===== src/rtl/scl_pkg.sv =====
// Shared types, constants and the command name table of the command line parser.
`default_nettype none

package scl_pkg;

  localparam int LINE_LIMIT_DEF = 128;

  localparam int CMD_COUNT = 5;
  localparam int NAME_MAX  = 6;

  typedef enum logic [2:0] {
    OP_HELP   = 3'd0,
    OP_START  = 3'd1,
    OP_STOP   = 3'd2,
    OP_SWITCH = 3'd3,
    OP_STATUS = 3'd4
  } cmd_t;

  localparam logic [7:0] CHAR_CR    = 8'd13;
  localparam logic [7:0] CHAR_LF    = 8'd10;
  localparam logic [7:0] CHAR_SPACE = 8'd32;
  localparam logic [7:0] CHAR_TAB   = 8'd9;
  localparam logic [7:0] CHAR_VT    = 8'd11;
  localparam logic [7:0] CHAR_FF    = 8'd12;
  localparam logic [7:0] CHAR_PLUS  = 8'd43;
  localparam logic [7:0] CHAR_MINUS = 8'd45;
  localparam logic [7:0] CHAR_ZERO  = 8'd48;
  localparam logic [7:0] CHAR_NINE  = 8'd57;

  typedef logic [0:NAME_MAX-1][7:0] name_t;

  localparam name_t CMD_NAMES [CMD_COUNT] = '{
    {"help", 16'h0000},
    {"start", 8'h00},
    {"stop", 16'h0000},
    "switch",
    "status"
  };

  localparam logic [2:0] CMD_LEN [CMD_COUNT] = '{3'd4, 3'd5, 3'd4, 3'd6, 3'd6};

  // Number reader phases, in the order a token passes through them.
  typedef enum logic [1:0] {
    NUM_LEAD   = 2'd0,
    NUM_SIGN   = 2'd1,
    NUM_DIGITS = 2'd2,
    NUM_STOP   = 2'd3
  } num_phase_t;

  typedef struct packed {
    logic step;     // a word is processed this cycle
    logic restart;  // start from the cleared line state
    logic feed;     // the word belongs to this unit's token
  } name_ctl_t;

  typedef struct packed {
    logic step;
    logic restart;
    logic feed;
    logic stop;     // a fourth token began; stop reading this number
  } num_ctl_t;

  typedef struct packed {
    logic hit;
    cmd_t cmd;
  } name_res_t;

endpackage

`default_nettype wire


===== src/rtl/serial_command_line_parser_top.sv =====
// Top level of the serial command line parser.
`default_nettype none

// The parser takes one received word per cycle and reports one result word
// for each completed line whose first token is help, start, stop, switch or
// status, carrying up to two decimal parameters read in the manner of strtoul.
// A word is held in an input register, and when it is processed it updates
// the line state (token count, name candidates and two number readers, each
// with a single multiply-by-ten add) and, on CR or LF, loads the result
// register. The result word is offered once the CR or LF that ends its line
// has left the input register, and one word is accepted every cycle as long as
// the result side takes results when they are offered; while a result word
// waits, no received word is processed. A line that reaches LINE_LIMIT-1
// stored words is dropped before the next word is taken. Lines that are
// empty, blank or start with an unknown token give no result.
module serial_command_line_parser_top #(
  parameter int LINE_LIMIT = scl_pkg::LINE_LIMIT_DEF
) (
  input  wire logic        clk,
  input  wire logic        rst_n,
  input  wire logic        in_valid,
  output logic             in_ready,
  input  wire logic [7:0]  in_rx_char,
  output logic             out_valid,
  input  wire logic        out_ready,
  output logic [2:0]       out_command,
  output logic [31:0]      out_first_value,
  output logic [31:0]      out_second_value,
  output logic [1:0]       out_value_count
);

  localparam int CNT_W = $clog2(LINE_LIMIT);

  // Input register.
  logic       in_vld_r, in_vld_nxt;
  logic [7:0] in_char_r;
  logic       proc;

  // Line state.
  logic [CNT_W-1:0] stored_r, stored_nxt;
  logic [1:0]       tokens_r, tokens_nxt;
  logic             inside_r, inside_nxt;

  // Result register.
  logic        out_vld_r, out_vld_nxt;
  logic [2:0]  cmd_r;
  logic [31:0] val0_r;
  logic [31:0] val1_r;
  logic [1:0]  cnt_r;

  logic full;
  logic eol;
  logic is_space;
  logic result_hit;
  logic [1:0] nvals;

  scl_pkg::name_ctl_t name_ctl;
  scl_pkg::num_ctl_t  num0_ctl;
  scl_pkg::num_ctl_t  num1_ctl;
  scl_pkg::name_res_t name_res;
  logic [31:0]        num0_value;
  logic [31:0]        num1_value;

  // A held word is processed whenever the result register is free or being
  // emptied in this cycle, so the input side never waits on an idle output.
  assign proc     = in_vld_r && (!out_vld_r || out_ready);
  assign in_ready = !in_vld_r || proc;

  always_comb begin
    in_vld_nxt = in_vld_r;
    if (in_valid && in_ready) begin
      in_vld_nxt = 1'b1;
    end else if (proc) begin
      in_vld_nxt = 1'b0;
    end
  end

  always_ff @(posedge clk) begin
    if (!rst_n) begin
      in_vld_r <= 1'b0;
    end else begin
      in_vld_r <= in_vld_nxt;
    end
  end

  always_ff @(posedge clk) begin
    if (in_valid && in_ready) begin
      in_char_r <= in_rx_char;
    end
  end

  assign full     = (stored_r >= CNT_W'(LINE_LIMIT - 1));
  assign eol      = (in_char_r == scl_pkg::CHAR_CR) || (in_char_r == scl_pkg::CHAR_LF);
  assign is_space = (in_char_r == scl_pkg::CHAR_SPACE);

  // Line bookkeeping. A full line is cleared before the word is applied, so
  // every unit starts from the cleared state in that case.
  always_comb begin
    logic [CNT_W-1:0] stored_b;
    logic [1:0]       tokens_b;
    logic             inside_b;
    logic             starting;
    stored_b   = full ? '0 : stored_r;
    tokens_b   = full ? '0 : tokens_r;
    inside_b   = full ? 1'b0 : inside_r;
    starting   = !eol && !is_space && !inside_b;
    stored_nxt = stored_b;
    tokens_nxt = tokens_b;
    inside_nxt = inside_b;
    if (eol) begin
      stored_nxt = '0;
      tokens_nxt = '0;
      inside_nxt = 1'b0;
    end else begin
      stored_nxt = stored_b + CNT_W'(1);
      inside_nxt = !is_space;
      if (starting && (tokens_b != 2'd3)) begin
        tokens_nxt = tokens_b + 2'd1;
      end
    end

    name_ctl.step    = proc;
    name_ctl.restart = full || eol;
    name_ctl.feed    = !eol && !is_space && (tokens_nxt == 2'd1);

    num0_ctl.step    = proc;
    num0_ctl.restart = full || eol;
    num0_ctl.feed    = !eol && !is_space && (tokens_nxt == 2'd2);
    num0_ctl.stop    = 1'b0;

    // Any token past the third stops the second number where it stands.
    num1_ctl.step    = proc;
    num1_ctl.restart = full || eol;
    num1_ctl.feed    = !eol && !is_space && (tokens_nxt == 2'd3);
    num1_ctl.stop    = starting && (tokens_b == 2'd3);
  end

  always_ff @(posedge clk) begin
    if (!rst_n) begin
      stored_r <= '0;
      tokens_r <= '0;
      inside_r <= 1'b0;
    end else if (proc) begin
      stored_r <= stored_nxt;
      tokens_r <= tokens_nxt;
      inside_r <= inside_nxt;
    end
  end

  scl_name_match u_name (
    .clk     (clk),
    .rst_n   (rst_n),
    .ctl     (name_ctl),
    .rx_char (in_char_r),
    .res     (name_res)
  );

  scl_number u_num0 (
    .clk     (clk),
    .rst_n   (rst_n),
    .ctl     (num0_ctl),
    .rx_char (in_char_r),
    .value   (num0_value)
  );

  scl_number u_num1 (
    .clk     (clk),
    .rst_n   (rst_n),
    .ctl     (num1_ctl),
    .rx_char (in_char_r),
    .value   (num1_value)
  );

  // A line end yields a result only for a non-empty line with a known name.
  assign result_hit = proc && eol && !full && (stored_r != '0) && (tokens_r != 2'd0) &&
                      name_res.hit;
  assign nvals      = (tokens_r == 2'd3) ? 2'd2 : (tokens_r - 2'd1);

  always_comb begin
    out_vld_nxt = out_vld_r;
    if (result_hit) begin
      out_vld_nxt = 1'b1;
    end else if (out_ready) begin
      out_vld_nxt = 1'b0;
    end
  end

  always_ff @(posedge clk) begin
    if (!rst_n) begin
      out_vld_r <= 1'b0;
    end else begin
      out_vld_r <= out_vld_nxt;
    end
  end

  always_ff @(posedge clk) begin
    if (result_hit) begin
      cmd_r  <= name_res.cmd;
      val0_r <= (nvals != 2'd0) ? num0_value : 32'd0;
      val1_r <= (nvals == 2'd2) ? num1_value : 32'd0;
      cnt_r  <= nvals;
    end
  end

  assign out_valid        = out_vld_r;
  assign out_command      = cmd_r;
  assign out_first_value  = val0_r;
  assign out_second_value = val1_r;
  assign out_value_count  = cnt_r;

endmodule

`default_nettype wire


===== src/rtl/scl_name_match.sv =====
// Matches the first token of a line against the command names.
`default_nettype none

module scl_name_match (
  input  wire logic              clk,
  input  wire logic              rst_n,
  input  wire scl_pkg::name_ctl_t ctl,
  input  wire logic [7:0]        rx_char,
  output scl_pkg::name_res_t     res
);

  logic [scl_pkg::CMD_COUNT-1:0] cand_r, cand_nxt;
  logic [2:0]                    pos_r, pos_nxt;

  always_comb begin
    logic [scl_pkg::CMD_COUNT-1:0] cand_b;
    logic [2:0]                    pos_b;
    cand_b   = ctl.restart ? '1 : cand_r;
    pos_b    = ctl.restart ? '0 : pos_r;
    cand_nxt = cand_b;
    pos_nxt  = pos_b;
    if (ctl.feed) begin
      if (pos_b == 3'd7) begin
        cand_nxt = '0;
      end else begin
        for (int i = 0; i < scl_pkg::CMD_COUNT; i++) begin
          if (!((pos_b < scl_pkg::CMD_LEN[i]) &&
                (scl_pkg::CMD_NAMES[i][pos_b] == rx_char))) begin
            cand_nxt[i] = 1'b0;
          end
        end
        pos_nxt = pos_b + 3'd1;
      end
    end
  end

  always_ff @(posedge clk) begin
    if (!rst_n) begin
      cand_r <= '1;
      pos_r  <= '0;
    end else if (ctl.step) begin
      cand_r <= cand_nxt;
      pos_r  <= pos_nxt;
    end
  end

  // Lowest-numbered surviving name whose length equals the token length.
  always_comb begin
    res.hit = 1'b0;
    res.cmd = scl_pkg::OP_HELP;
    for (int i = scl_pkg::CMD_COUNT - 1; i >= 0; i--) begin
      if (cand_r[i] && (scl_pkg::CMD_LEN[i] == pos_r)) begin
        res.hit = 1'b1;
        res.cmd = scl_pkg::cmd_t'(i[2:0]);
      end
    end
  end

endmodule

`default_nettype wire


===== src/rtl/scl_number.sv =====
// Reads one decimal parameter token with saturation and optional sign.
`default_nettype none

module scl_number (
  input  wire logic             clk,
  input  wire logic             rst_n,
  input  wire scl_pkg::num_ctl_t ctl,
  input  wire logic [7:0]       rx_char,
  output logic [31:0]           value
);

  scl_pkg::num_phase_t phase_r, phase_nxt;
  logic [31:0]         acc_r, acc_nxt;
  logic                neg_r, neg_nxt;
  logic                ovf_r, ovf_nxt;

  logic       is_digit;
  logic       is_ws;
  logic       is_sign;
  logic [3:0] digit;
  logic [35:0] prod;

  assign is_digit = (rx_char >= scl_pkg::CHAR_ZERO) && (rx_char <= scl_pkg::CHAR_NINE);
  assign is_ws    = (rx_char == scl_pkg::CHAR_TAB) || (rx_char == scl_pkg::CHAR_VT) ||
                    (rx_char == scl_pkg::CHAR_FF);
  assign is_sign  = (rx_char == scl_pkg::CHAR_PLUS) || (rx_char == scl_pkg::CHAR_MINUS);
  assign digit    = 4'(rx_char - scl_pkg::CHAR_ZERO);

  // Next phase.
  always_comb begin
    scl_pkg::num_phase_t ph;
    ph = ctl.restart ? scl_pkg::NUM_LEAD : phase_r;
    if (ctl.stop) begin
      ph = scl_pkg::NUM_STOP;
    end
    phase_nxt = ph;
    if (ctl.feed) begin
      unique case (ph)
        scl_pkg::NUM_LEAD: begin
          if (is_ws) begin
            phase_nxt = scl_pkg::NUM_LEAD;
          end else if (is_sign) begin
            phase_nxt = scl_pkg::NUM_SIGN;
          end else if (is_digit) begin
            phase_nxt = scl_pkg::NUM_DIGITS;
          end else begin
            phase_nxt = scl_pkg::NUM_STOP;
          end
        end
        scl_pkg::NUM_SIGN, scl_pkg::NUM_DIGITS: begin
          phase_nxt = is_digit ? scl_pkg::NUM_DIGITS : scl_pkg::NUM_STOP;
        end
        scl_pkg::NUM_STOP: phase_nxt = scl_pkg::NUM_STOP;
        default:           phase_nxt = scl_pkg::NUM_STOP;
      endcase
    end
  end

  // Accumulator and flags. Times ten is formed as times eight plus times two.
  always_comb begin
    logic [31:0] acc_b;
    logic        neg_b;
    logic        ovf_b;
    acc_b   = ctl.restart ? '0 : acc_r;
    neg_b   = ctl.restart ? 1'b0 : neg_r;
    ovf_b   = ctl.restart ? 1'b0 : ovf_r;
    prod    = {1'b0, acc_b, 3'b000} + {3'b000, acc_b, 1'b0} + 36'(digit);
    acc_nxt = acc_b;
    neg_nxt = neg_b;
    ovf_nxt = ovf_b;
    if (ctl.feed && (phase_nxt == scl_pkg::NUM_SIGN) && (rx_char == scl_pkg::CHAR_MINUS)) begin
      neg_nxt = 1'b1;
    end
    if (ctl.feed && (phase_nxt == scl_pkg::NUM_DIGITS)) begin
      acc_nxt = prod[31:0];
      ovf_nxt = ovf_b | (prod[35:32] != 4'd0);
    end
  end

  always_ff @(posedge clk) begin
    if (!rst_n) begin
      phase_r <= scl_pkg::NUM_LEAD;
      acc_r   <= '0;
      neg_r   <= 1'b0;
      ovf_r   <= 1'b0;
    end else if (ctl.step) begin
      phase_r <= phase_nxt;
      acc_r   <= acc_nxt;
      neg_r   <= neg_nxt;
      ovf_r   <= ovf_nxt;
    end
  end

  always_comb begin
    if (ovf_r) begin
      value = '1;
    end else if (neg_r) begin
      value = 32'd0 - acc_r;
    end else begin
      value = acc_r;
    end
  end

endmodule

`default_nettype wire


===== config.mk =====
export PLATFORM = sky130hd
export DESIGN_NAME = serial_command_line_parser_top
export DESIGN_NICKNAME = d
export VERILOG_FILES = /design/src/rtl/scl_pkg.sv /design/src/rtl/serial_command_line_parser_top.sv /design/src/rtl/scl_name_match.sv /design/src/rtl/scl_number.sv
export SDC_FILE = /design/constraint.sdc
export NUM_CORES = 1
export LEC_CHECK = 0
export BUFFER_PORTS_ARGS = -buffer_cell sky130_fd_sc_hd__clkbuf_2
export CAP_MARGIN = 10
export CORE_UTILIZATION = 43
export CTS_CLUSTER_DIAMETER = 40
export DETAILED_ROUTE_END_ITERATION = 8
export SYNTH_ARGS = -nofsm -noshare
export SYNTH_HDL_FRONTEND = slang
export SYNTH_HIERARCHICAL = 1
export SYNTH_SLANG_ARGS = --single-unit

===== constraint.sdc =====
create_clock -name clk -period 5.9 [get_ports clk]
set_clock_uncertainty 0.2 [all_clocks]
set_input_delay 1.18 -clock clk [delete_from_list [all_inputs] [get_ports clk]]
set_output_delay 1.18 -clock clk [all_outputs]
set_load 0.01 [all_outputs]

==> results of run 1 <==
[cells in the final DEF, fill, tap and decap left out, types with 6 or more instances in the layout]
cell and instances:
a31oi_1 7, o21bai_1 10, a32oi_1 6, a21oi_1 89, clkbuf_16 17, xnor2_1 51, edfxtp_1 77, nand3_1 34
o31ai_1 23, o21ai_0 82, ha_1 146, nor2b_1 136, nand2_1 151, inv_1 33, o21ai_1 7, a21boi_0 9
a22oi_1 52, dfxtp_1 92, nor3_1 33, and3_1 18, nor4_1 7, xor2_1 68, nand4_1 22, a21o_1 37
o211ai_1 9, nand2b_1 12, o2bb2ai_1 8, o41ai_1 8, clkbuf_2 82, or4_1 13, and2_1 44, o22ai_1 6
a211oi_1 15, or3_1 14, o21a_1 10, nand3b_1 8, buf_4 20, nor2_1 87
[kinds of logic after synthesis]
group	share of synthesized area, %
buffers and inverters	3.451
flip-flops	29.83
other	0.02693
AND/OR/NAND/NOR	23.65
multiplexers	0.5302
AO/OA/AOI/OAI	21.32
XOR/XNOR	7.486
adder cells (fa/ha/maj)	13.70
[critical path: cells and delay by family (launching register included)]
family          cells  cell delay [ps]
compound gates      6             2170
simple gates        5              930
buf+inv             2              660
flops               1              560
fa+ha+maj           2              540
mux                 1              270
[routing by layer]
metal	up-vias	global-route usage (%)
met5	-	0
met4	0	8.874
met3	59	2.447
met2	220	38.60
met1	5685	27.39
li1	5995	-
[timing repair]
| item | CTS | global route |
|---|---|---|
| setup buffers | 0 | 0 |
| gates resized for setup | 0 | 1 |
| endpoints found under the setup margin | 0 | 1 |
| hold endpoints to repair | 0 | 0 |
[state kept, by name, summed over array words and instances (netlist names), 2 cells and up]
register / flops
u_name/cand_r: 5
out_second_value: 32
out_first_value: 32
out_command: 3
out_value_count: 2
u_num1/phase_r: 2
in_char_r: 8
u_num0/phase_r: 2
u_num0/acc_r: 32
u_name/pos_r: 3
stored_r: 7
u_num1/acc_r: 32
tokens_r: 2
[power by group through the flow]
stage	logic, W	registers, W	clock network (W)
floorplan	0.000120	0.00127	0
CTS	0.000168	0.00125	0.00110
global placement	0.000165	0.00127	0
detailed placement	0.000167	0.00127	0
global route	0.000187	0.00125	0.00115
finish	0.000168	0.00125	0.00107
[worst max path at each step]
stage                                start                       endpoint
global placement    in_char_r[4]$_DFFE_PP_  u_num1/acc_r[31]$_SDFFE_PN0P_
floorplan           in_char_r[2]$_DFFE_PP_  u_num1/acc_r[31]$_SDFFE_PN0P_
global route        in_char_r[4]$_DFFE_PP_  u_num1/acc_r[31]$_SDFFE_PN0P_
detailed placement  in_char_r[4]$_DFFE_PP_  u_num1/acc_r[31]$_SDFFE_PN0P_
finish              in_char_r[4]$_DFFE_PP_  u_num1/acc_r[31]$_SDFFE_PN0P_
CTS                 in_char_r[4]$_DFFE_PP_  u_num1/acc_r[31]$_SDFFE_PN0P_
[metrics by stage]
stage	instance area [µm²]	power [W]	instances	hold WS [ps]
after floorplan	13930	0.001390	1615	251.3
final	15210	0.002486	2068	302.6
after global placement	14660	0.001437	2036	274.5
after detailed placement	14660	0.001440	2036	293.7
after CTS	15210	0.002514	2068	303.7
after global routing	15210	0.002583	2068	320.9
[final cells by class]
cell class | count | share of cell area (%)
clock buffers | 17 | 2.797
inverters | 38 | 0.9377
repair buffers | 102 | 3.685
flip-flops and latches | 169 | 27.31
well taps | 402 | 3.306
multi-input cells | 1325 | 61.18
clock inverters | 15 | 0.7896
==> flow_metrics.py, run 1 <==
metrics = {
    "floorplan": {
        "die_x_um": 181.9,
        "start_util_pct": 43.90,
        "fp-row-count": 65,
        "dieArea_um2": 33100,
        "ios": 83,
        "die_h_um": 181.9,
        "core_um2": 31720,
    },
    "setup_path": {
        "end_kind": "register",
        "crit_chain": "nor3_2 > o211a_1 > nor2_2 > inv_2 > buf_4 > nor2b_1 > ha_1 > ha_1 > a2111oi_1 > o31ai_1 > a2111oi_2 > nor3_1 > o31ai_2 > nor2_1 > mux2_2 > a221oi_1",
        "rr_worst_depth": 16,
        "start_kind": "register",
        "crit_slowest_cell": "edfxtp_1",
        "timing.rr.start": "in_char_r[4]$_DFFE_PP_",
        "critical_path_required_ps": 6020,
        "critPathKind": "reg -> reg",
        "crit_top_cell": "ha_1",
        "crit_arrival_ps": 5580,
        "critical_path.max_stage_delay_ps": 560,
        "r2r_end": "u_num1/acc_r[31]$_SDFFE_PN0P_",
        "rrSetupSlack_ps": 450,
        "crit_fanout": 21,
    },
    "global_routing": {
        "grt_first_pass_wirelength_um": 59130,
        "grt_max_degree": 70,
        "grt_usage_pct": 21.98,
        "grt_pass1_vias": 11650,
        "antenna_found_initial": 0,
        "grt_remaining_overflow": 0,
    },
    "clock_network": {
        "cts_root_buffer": "clkbuf_16",
        "htreeDepth": 4,
        "cts_tree": "yes",
        "cts_buffers": 17,
        "hold_buffers": 0,
        "clock_latency_ps": 440,
        "cts_sinks": 169,
        "path_clk_slew_ps": 70,
        "clockBufferDepth": 2,
    },
    "layout": {
        "antenna_cells": 0,
        "fillCellCount": 3091,
        "regArea_um2": 4154,
        "multi_input_comb_area_um2": 9306,
        "fin_util_pct": 47.96,
        "area_growth_pct": 9.256,
        "layout.nets": 1815,
        "drive_gt1_share_pct": 10.62,
    },
    "pwr": {
        "combPwrFrac_pct": 6.7,
        "intPower_w": 0.001838,
        "p_sw_share_pct": 26.09,
        "p_sw_w": 0.0006486,
        "ir_drop_mv": 0.1954,
        "seqPwrFrac_pct": 50.1,
        "cellLeakagePower_nw": 7.308,
        "power.density_nw_per_um2": 163.4,
        "pwr-share-clk_pct": 43.1,
    },
    "route": {
        "highest_layer": "met4",
        "wl_per_cell_um": 17.43,
        "drt-total-wl_um": 36040,
        "firstDrtPassIters": 5,
        "vias": 11960,
        "wl_met2_um": 17760,
        "met1_length_um": 16320,
        "routed_via_density": 5.783,
        "drcViolationCount": 0,
        "final_antenna_net_count": 0,
        "detail_route.iter0.violations": 714,
        "wl_met3_um": 925,
    },
    "timing": {
        "layout_setup_ws_ps": 445.6,
        "max_freq_mhz": 183.3,
        "hold_violations": 0,
        "min_period_over_period_pct": 92.45,
        "fin_tns_setup_ps": 0,
        "rsz0062_at_grt": "false",
        "setup_viol": 0,
        "slew-limit-headroom_pct": 29.39,
        "finalCriticalPeriod_ps": 5454,
        "maxSlewViolCount": 0,
        "worst-slew-pin-transition_ps": 1058,
    },
    "place": {
        "io_buffers": 82,
        "gp_congestion": 0.8999,
        "dp_hpwl_um": 26570,
        "dp_worst_setup_slack_ps": 457.2,
    },
    "synth": {
        "synthArstFlopShare_pct": 0,
        "yosysTopAreaCellShare_pct": 16.61,
        "ys_seq_area_share_pct": 29.83,
        "avgSynthCellArea_um2": 8.627,
        "ys_top_cells_by_area": "edfxtp_1, dfxtp_1, ha_1, nor2b_1, xor2_1",
        "syn_area_um2": 13920,
        "synth_commonest_cells": "nand2_1, ha_1, nor2b_1, dfxtp_1, a21oi_1",
        "yosysWarnings": 6,
        "yosysMostFrequentCell": "nand2_1",
        "synth_edf_count": 77,
        "synth_ff_type": "dfxtp_1",
        "netlist-cell-type-count": 96,
        "ys_ff_latch": 169,
        "synth_largest_area_cell": "edfxtp_1",
        "syn_inst": 1614,
    },
    "min_path": {
        "min_path_type": "reg -> reg",
        "min_path_cells": 2,
        "min_to": "u_num1/phase_r[0]$_SDFFE_PN0P_",
        "worstHoldStart": "u_num1/phase_r[0]$_SDFFE_PN0P_",
    },
    "outcome": {
        "outcome": "complete, no violations",
    },
    "flow_run": {
        "max_cap_viol_count": 0,
    },
}
(Power assumes the default switching activity.)
==> inputs of run 2 (changes only) <==
- RECOVER_POWER: unset -> 100
==> flow_metrics.py, run 2 (synthesis gave the netlist of run 1 again) <==
metrics = {
    "outcome": {
        "outcome": "complete, but fails checks",
        "violations": "capacitance limit, slew limit",
    },
    "pwr": {
        "p_sw_w": 0.0006492,
        "pwr-share-clk_pct": 43.2,
        "cellLeakagePower_nw": 7.035,
        "p_sw_share_pct": 26.11,
        "seqPwrFrac_pct": 50.1,
        "power.density_nw_per_um2": 165.3,
        "ir_drop_mv": 0.1953,
        "intPower_w": 0.001838,
        "combPwrFrac_pct": 6.7,
    },
    "timing": {
        "hold_violations": 0,
        "rsz0062_at_grt": "false",
        "slew-limit-headroom_pct": -93.66,
        "setup_viol": 0,
        "finalCriticalPeriod_ps": 5457,
        "min_period_over_period_pct": 92.49,
        "maxSlewViolCount": 127,
        "worst-slew-pin-transition_ps": 2905,
        "whs_ps": 302.3,
        "fin_tns_setup_ps": 0,
        "max_freq_mhz": 183.3,
    },
    "layout": {
        "layout_commonest_cell": "nand2_1",
        "fillCellCount": 3143,
        "layout.nets": 1815,
        "drive_gt1_share_pct": 5.522,
        "area_growth_pct": 8.061,
        "final_cell_mix": "nand2_1, ha_1, nor2b_1",
        "antenna_cells": 0,
    },
    "setup_path": {
        "crit_fanout": 21,
        "startpoint": "in_char_r[4]$_DFFE_PP_",
        "rr_worst_depth": 16,
        "critical_path_required_ps": 6020,
        "critPathKind": "reg -> reg",
        "timing.rr.start": "in_char_r[4]$_DFFE_PP_",
        "r2r_end": "u_num1/acc_r[31]$_SDFFE_PN0P_",
        "end_kind": "register",
        "rrSetupSlack_ps": 440,
        "critical_path.endpoint": "u_num1/acc_r[31]$_SDFFE_PN0P_",
        "start_kind": "register",
        "crit_arrival_ps": 5580,
    },
    "route": {
        "routed_via_density": 5.775,
        "wl_per_cell_um": 17.45,
        "firstDrtPassIters": 5,
        "drt-total-wl_um": 36080,
        "final_antenna_net_count": 0,
        "vias": 11940,
        "detail_route.iter0.violations": 725,
        "drcViolationCount": 0,
    },
    "clock_network": {
        "clock_latency_ps": 440,
        "cts_root_buffer": "clkbuf_16",
        "cts_buffers": 17,
        "cts_sinks": 169,
        "path_clk_slew_ps": 70,
        "cts_setup_buffers": 0,
        "htreeDepth": 4,
        "hold_buffers": 0,
        "clockBufferDepth": 2,
        "cts_tree": "yes",
    },
    "place": {
        "dp_hpwl_um": 26570,
        "io_buffers": 82,
        "gp_congestion": 0.8999,
    },
    "floorplan": {
        "dieArea_um2": 33100,
        "fp-row-count": 65,
        "die_x_um": 181.9,
        "die_h_um": 181.9,
        "ios": 83,
        "start_util_pct": 43.90,
        "core_um2": 31720,
    },
    "global_routing": {
        "grt_first_pass_wirelength_um": 59130,
        "grt_pass1_vias": 11650,
        "grt_usage_pct": 21.98,
        "grt_remaining_overflow": 0,
        "grt_max_degree": 70,
        "antenna_found_initial": 0,
    },
    "min_path": {
        "min_path_type": "reg -> reg",
    },
    "flow_run": {
        "max_cap_viol_count": 2,
    },
}
[run 2: changes by cell type in the layout (fill, tap and decap cells not counted), moves of 3 or more]
cell / delta
and2_0: +21
o21ai_1: -3
buf_4: -7
clkbuf_1: +78
and2_1: -21
o21ai_0: +3
clkbuf_2: -71
[run 2: timing repair]
item,4_1_cts,5_1_grt
endpoints found under the setup margin,0,1
endpoints found under the hold margin,0,0
gates resized for setup,0,1
[run 2: area by class of cell]
| type | instances | area [µm²] | area share, % |
|---|---|---|---|
| tap | 402 | 503.0 | 3.343 |
| clock inverter | 15 | 120.1 | 0.7983 |
| sequential | 169 | 4154 | 27.61 |
| clock buffer | 17 | 425.4 | 2.827 |
| inverter | 38 | 142.6 | 0.9480 |
| timing repair buffer | 102 | 445.4 | 2.960 |
| multi-input combinational | 1325 | 9255 | 61.51 |
[run 2: worst min-delay path by stage]
stage                                         startpoint                             end  slack (ps)  cells after the start
after floorplan                 stored_r[5]$_SDFFE_PN0N_        stored_r[5]$_SDFFE_PN0N_         250                      2
after global placement    u_num1/phase_r[0]$_SDFFE_PN0P_  u_num1/phase_r[0]$_SDFFE_PN0P_         270                      2
after detailed placement  u_num1/phase_r[0]$_SDFFE_PN0P_  u_num1/phase_r[0]$_SDFFE_PN0P_         290                      2
after CTS                 u_num1/phase_r[0]$_SDFFE_PN0P_  u_num1/phase_r[0]$_SDFFE_PN0P_         300                      2
after global routing       u_num1/acc_r[21]$_SDFFE_PN0P_   u_num1/acc_r[21]$_SDFFE_PN0P_         320                      1
final                     u_num1/phase_r[0]$_SDFFE_PN0P_  u_num1/phase_r[0]$_SDFFE_PN0P_         300                      2
[run 2: worst max-delay path, cell delays in order (launching register included)]
cell       delay, ps
edfxtp_1         560
nor3_2           480
o211a_1          300
nor2_2           100
inv_2            330
buf_4            320
nor2b_1          100
ha_1             210
ha_1             330
a2111oi_1        550
o31ai_1          210
a2111oi_2        500
nor3_1           160
o31ai_2          380
nor2_1           110
mux2_2           270
a221oi_1         220
[run 2: through the flow]
step / cells / setup slack (ps) / total power, W / cell area [µm²] / util, %
finish: 2068 / 443.3 / 0.002487 / 15050 / 47.44
global route: 2068 / 23.20 / 0.002582 / 15050 / 47.44
CTS: 2068 / 434.7 / 0.002514 / 15210 / 47.95
detailed placement: 2036 / 457.2 / 0.001440 / 14660 / 46.23
global placement: 2036 / 649.6 / 0.001437 / 14660 / 46.23
floorplan: 1615 / 858.8 / 0.001390 / 13930 / -
[run 2: per-layer routing]
layer  share of wire, %  GRT usage [%]  up-vias
met4                2.9          8.874        0
met2                 49          38.60      215
li1                   -              -     5993
met5                  0              0        -
met3                2.4          2.447       64
met1                 46          27.39     5670
[run 2: power groups by stage]
stage / Sequential, W / Clock, W / Combinational [W]
2_1_floorplan: 0.00127 / 0 / 0.000120
3_3_place_gp: 0.00127 / 0 / 0.000165
3_5_place_dp: 0.00127 / 0 / 0.000167
4_1_cts: 0.00125 / 0.00110 / 0.000168
5_1_grt: 0.00125 / 0.00115 / 0.000186
6_report: 0.00125 / 0.00107 / 0.000166
